`src/salc_pkg.sv`:
```
// Shared types and constants for the set-associative LRU tag store.
// Depends on nothing; every other file of the block imports it.
`timescale 1ns / 1ps

package salc_pkg;

    localparam int COUNT_W    = 32;
    localparam int ADDR_W     = 64;
    localparam int CFG_IDX_W  = 2;
    localparam int CFG_DATA_W = 6;

    localparam logic [COUNT_W-1:0] COUNT_MAX = '1;

    // Access kinds carried by an input word.
    localparam logic [1:0] KIND_ACCESS = 2'd0;
    localparam logic [1:0] KIND_MODIFY = 2'd1;
    localparam logic [1:0] KIND_FETCH  = 2'd2;

    // Outcome codes of one access.
    localparam logic [1:0] OUT_HIT   = 2'd0;
    localparam logic [1:0] OUT_MISS  = 2'd1;
    localparam logic [1:0] OUT_EVICT = 2'd2;

    // Configuration register indexes.
    localparam logic [CFG_IDX_W-1:0] CFG_SET_BITS    = 2'd0;
    localparam logic [CFG_IDX_W-1:0] CFG_WAYS        = 2'd1;
    localparam logic [CFG_IDX_W-1:0] CFG_OFFSET_BITS = 2'd2;

    typedef struct packed {
        logic [1:0]        kind;
        logic [ADDR_W-1:0] address;
    } item_t;

    typedef struct packed {
        logic [1:0]         outcome;
        logic [COUNT_W-1:0] hit_total;
        logic [COUNT_W-1:0] miss_total;
        logic [COUNT_W-1:0] eviction_total;
        logic               last_of_run;
    } result_t;

    // One way of a set as held in the line memory.
    typedef struct packed {
        logic              valid;
        logic [ADDR_W-1:0] tag;
        logic [ADDR_W-1:0] stamp;
    } line_t;

    // Commands from the controller to the datapath.
    typedef struct packed {
        logic clr_wr;
        logic load;
        logic rd;
        logic cmp;
        logic update;
        logic second;
    } salc_cmd_t;

    // Status from the datapath to the controller.
    typedef struct packed {
        logic access_req;
        logic modify;
        logic clear_last;
    } salc_status_t;

    function automatic logic [COUNT_W-1:0] sat_inc(input logic [COUNT_W-1:0] v);
        return (v == COUNT_MAX) ? v : v + COUNT_W'(1);
    endfunction

endpackage

```
`src/salc_ctrl.sv`:
```
// Tag store sequencer: clear, read, compare, update, modify's second access.
// Depends on salc_pkg for the command and status structs.
`timescale 1ns / 1ps

module salc_ctrl (
    input  logic                  clk,
    input  logic                  rst_n,
    input  logic                  start,
    input  salc_pkg::salc_status_t status,
    output salc_pkg::salc_cmd_t    cmd,
    output logic                  busy
);
    import salc_pkg::*;

    typedef enum logic [2:0] {
        ST_CLEAR,
        ST_IDLE,
        ST_ADDR,
        ST_CMP,
        ST_UPD,
        ST_SEC
    } state_t;

    state_t state_reg;
    state_t state_next;
    logic   busy_reg;

    always_comb
    begin
        state_next = state_reg;
        unique case (state_reg)
            ST_CLEAR: if (status.clear_last) state_next = ST_IDLE;
            ST_IDLE:  if (start && status.access_req) state_next = ST_ADDR;
            ST_ADDR:  state_next = ST_CMP;
            ST_CMP:   state_next = ST_UPD;
            ST_UPD:   state_next = status.modify ? ST_SEC : ST_IDLE;
            ST_SEC:   state_next = ST_IDLE;
            default:  state_next = ST_IDLE;
        endcase
    end

    always_ff @(posedge clk or negedge rst_n)
    begin
        if (!rst_n)
        begin
            state_reg <= ST_CLEAR;
            busy_reg  <= 1'b1;
        end
        else
        begin
            state_reg <= state_next;
            busy_reg  <= (state_next != ST_IDLE);
        end
    end

    always_comb
    begin
        cmd        = '0;
        cmd.clr_wr = (state_reg == ST_CLEAR);
        cmd.load   = (state_reg == ST_IDLE) && start;
        cmd.rd     = (state_reg == ST_ADDR);
        cmd.cmp    = (state_reg == ST_CMP);
        cmd.update = (state_reg == ST_UPD);
        cmd.second = (state_reg == ST_SEC);
    end

    assign busy = busy_reg;

endmodule

```
`config.mk`:
```
export PLATFORM = sky130hd
export DESIGN_NAME = salc_ctrl
export DESIGN_NICKNAME = d
export VERILOG_FILES = /design/src/salc_pkg.sv /design/src/salc_ctrl.sv
export SDC_FILE = /design/constraint.sdc
export NUM_CORES = 1
export LEC_CHECK = 0
export ABC_AREA = 0
export BUFFER_PORTS_ARGS = -buffer_cell sky130_fd_sc_hd__buf_4
export CAP_MARGIN = 25
export CORE_AREA = 3 3 40 42
export CTS_CLUSTER_SIZE = 30
export DETAILED_ROUTE_END_ITERATION = 10
export DIE_AREA = 0 0 43 45
export MAX_ROUTING_LAYER = met4
export SETUP_SLACK_MARGIN = 0.15
export SKIP_LAST_GASP = 1
export SYNTH_ARGS = -nofsm -noshare
export SYNTH_HDL_FRONTEND = slang
export SYNTH_SLANG_ARGS = --single-unit
```
`constraint.sdc`:
```
create_clock -name clk -period 2.6 [get_ports clk]
set_clock_uncertainty 0.05 [all_clocks]
set_input_delay 0.13 -clock clk [delete_from_list [all_inputs] [get_ports clk]]
set_output_delay 0.13 -clock clk [all_outputs]
set_load 0.01 [all_outputs]
```
==> impl_metrics.ini <==
[logic_synthesis]
yosysUniqueCellTypes = 21
synth_warnings = 0
syn_area_per_cell_um2 = 10.7
syn_area_um2 = 267
synthCells = 25
synth_nets = 31
yosys_register_bits = 4
synth_seq_area_share_pct = 38.0

[power_and_ir_drop]
swShare_pct = 37.1
power.internal_mw = 0.283
power_frac_comb_pct = 46.0
switchingPower_mw = 0.167
p_per_area_nw_per_um2 = 1170
p_leak_nw = 0.184
vdd.ir_drop.worst_v = 0.000448
clkPwrFrac_pct = 18.9
p_seq_share_pct = 35.1

[detailed_routing]
first_iter_violations = 1
routedWlPerCell_um = 11.7
drt_pass1_iterations = 3
routed_wl_um = 632
drc = 0
viasPerCell = 4.59
via_count = 248
ant_nets = 0

[floorplanning]
die-width_um = 43
die_y_um = 45
core.rowCount = 13
core_area_um2 = 1280
num_io_pins = 13
dieArea_um2 = 1940
start_util_pct = 20.7

[outcome]
status = complete, no violations

[setup_path]
cp-end-kind = primary output
cp.required_ns = 2.42
critPathSlowestCell = dfrtp_1
path_max_fanout = 11
crit_path_max_incr_delay_ns = 0.52
worstSetupPathType = flop to primary output
cp_data_arrival_time_ns = 1.18
start_kind = flop
path_cells = and4bb_2 > buf_4

[sta]
worst_pin_slew_ns = 0.322
fin_crit_sh_pct = 52.1
max_clock_freq_mhz = 738
setup_tns_ns = 0
rsz0062_at_grt = no
finalCriticalPeriod_ns = 1.36
worst_slew_margin_rel_pct = 78.5
maxSlewViolCount = 0
finalSetupViolations = 0
hold_viol = 0

[placement]
port_buffers = 12
dp_hpwl_um = 456
gp_congestion = 0.719
placedCellCount = 49

[final_layout]
fillers = 144
syn2layout_area_growth_pct = 44.1
fin_nets = 46
largest_reg_flops = 3
multi_input_area_um2 = 134
n_antenna_cell = 0
final-seq-area_um2 = 101
instances_no_fill = 54
drive_gt1_share_pct = 48.7

[clock_network]
cts_resized = 0
cts_tree = done
cts_max_path_buffers = 2
root_buffer = clkbuf_4
cts_sinks = 4
cts.clk_slew.worst_paths_ns = 0.04
htreeDepth = 1
cts_buffers = 3
clkLatencyLatePin_ns = 0.24

[global_routing]
grt_pass1_wl_um = 1050
grt_usage_pct = 7.92
use_met3_pct = 1.59
met1_usage_pct = 9.25
grt_pass1_vias = 243
gr-usage-met2_pct = 10.5
grt_max_degree = 14
gr-total-overflow = 0
grt_busiest_layer = met2
antenna_found_initial = 0

[flow_run]
maxCapViolations = 0

[min_path]
min_path_type = primary input to flop
==> critical path: cells and delay by family, from the launching register on <==
kind	cells	cell delay, ns
AND/OR/NAND/NOR	1	0.28
buffers and inverters	1	0.14
flip-flops	1	0.52
==> synth_stat cells, drive strengths merged <==
cell type / instances / area [um2]
nand4bb: 1 / 11.3
or3: 1 / 6.26
nand2: 1 / 3.75
or2b: 1 / 7.51
nor3b: 1 / 7.51
a31oi: 1 / 6.26
and4bb: 1 / 12.5
dfrtp: 3 / 75.1
inv: 1 / 3.75
dfstp: 1 / 26.3
o211ai: 1 / 12.5
a21oi: 1 / 5.00
nand2b: 1 / 6.26
and3: 1 / 6.26
a311o: 1 / 10.0
nor3: 2 / 10.0
nand4b: 1 / 8.76
buf: 3 / 27.5
and3b: 1 / 10.0
o21ba: 1 / 10.0
==> cells in the final DEF, fill, tap and decap left out, types with 2 or more instances in the layout <==
| master | Yosys | layout |
|---|---|---|
| buf_4 | 0 | 12 |
| dfrtp_1 | 3 | 3 |
| nor3_1 | 2 | 2 |
| clkbuf_4 | 0 | 3 |
==> per-layer routing <==
metal  part of all wire, %  vias to the layer above
li1                      -                      121
met1                    46                      116
met2                    46                       11
met3                   7.8                        0
met4                     0                        0
met5                     0                        -
==> cell families (layout without fill, tap and decap cells) <==
family          Yosys count  after routing  share of synthesized area (%)
buf+inv                   4             18                           11.7
flops                     4              4                           38.0
compound gates            5              5                           16.4
simple gates             12             12                           33.8
==> power by group through the flow <==
stage | combinational (mW) | sequential, mW | clock, mW
6_report | 0.207 | 0.158 | 0.0849
5_1_grt | 0.223 | 0.169 | 0.0937
4_1_cts | 0.210 | 0.158 | 0.0909
3_5_place_dp | 0.204 | 0.158 | 0
3_3_place_gp | 0.200 | 0.155 | 0
2_1_floorplan | 0.187 | 0.117 | 0
==> final timing paths <==
kind                                   start           end  slack [ns]  cells past startpoint
worst max-delay path            state_reg[2]        cmd[4]        1.24                      2
worst min-delay path               status[0]          busy        0.13                      3
worst max register to register  state_reg[0]  state_reg[0]        1.38                      2
worst min register to register  state_reg[2]  state_reg[1]        0.60                      1
max in group asynchronous              rst_n          busy        2.13                      2
min in group asynchronous              rst_n  state_reg[2]        0.17                      2
==> timing repair <==
action	4_1_cts	5_1_grt
hold endpoints to repair	4	0
hold buffers	1	0
setup buffers	0	0
==> through the flow <==
stage                     power (mW)  utilization, %  setup WS, ns  hold WS [ns]  instance area [um2]
after floorplan                0.304               -          1.49        -0.216                  267
after global placement         0.355            27.1          1.45        -0.121                  348
after detailed placement       0.362            27.1          1.41        -0.119                  348
after CTS                      0.458            29.9          1.23         0.121                  384
after global routing           0.486            29.9          1.15         0.141                  384
final                          0.450            29.9          1.24         0.135                  384
==> area by class of cell <==
type                       instances  share of cell area (%)
timing repair buffer              13                    26.1
multi-input combinational         17                    34.9
inverter                           1                   0.977
tap                               15                    4.89
clock buffer                       4                    6.84
sequential                         4                    26.4
No activity file was read; power rests on OpenSTA's default activity.
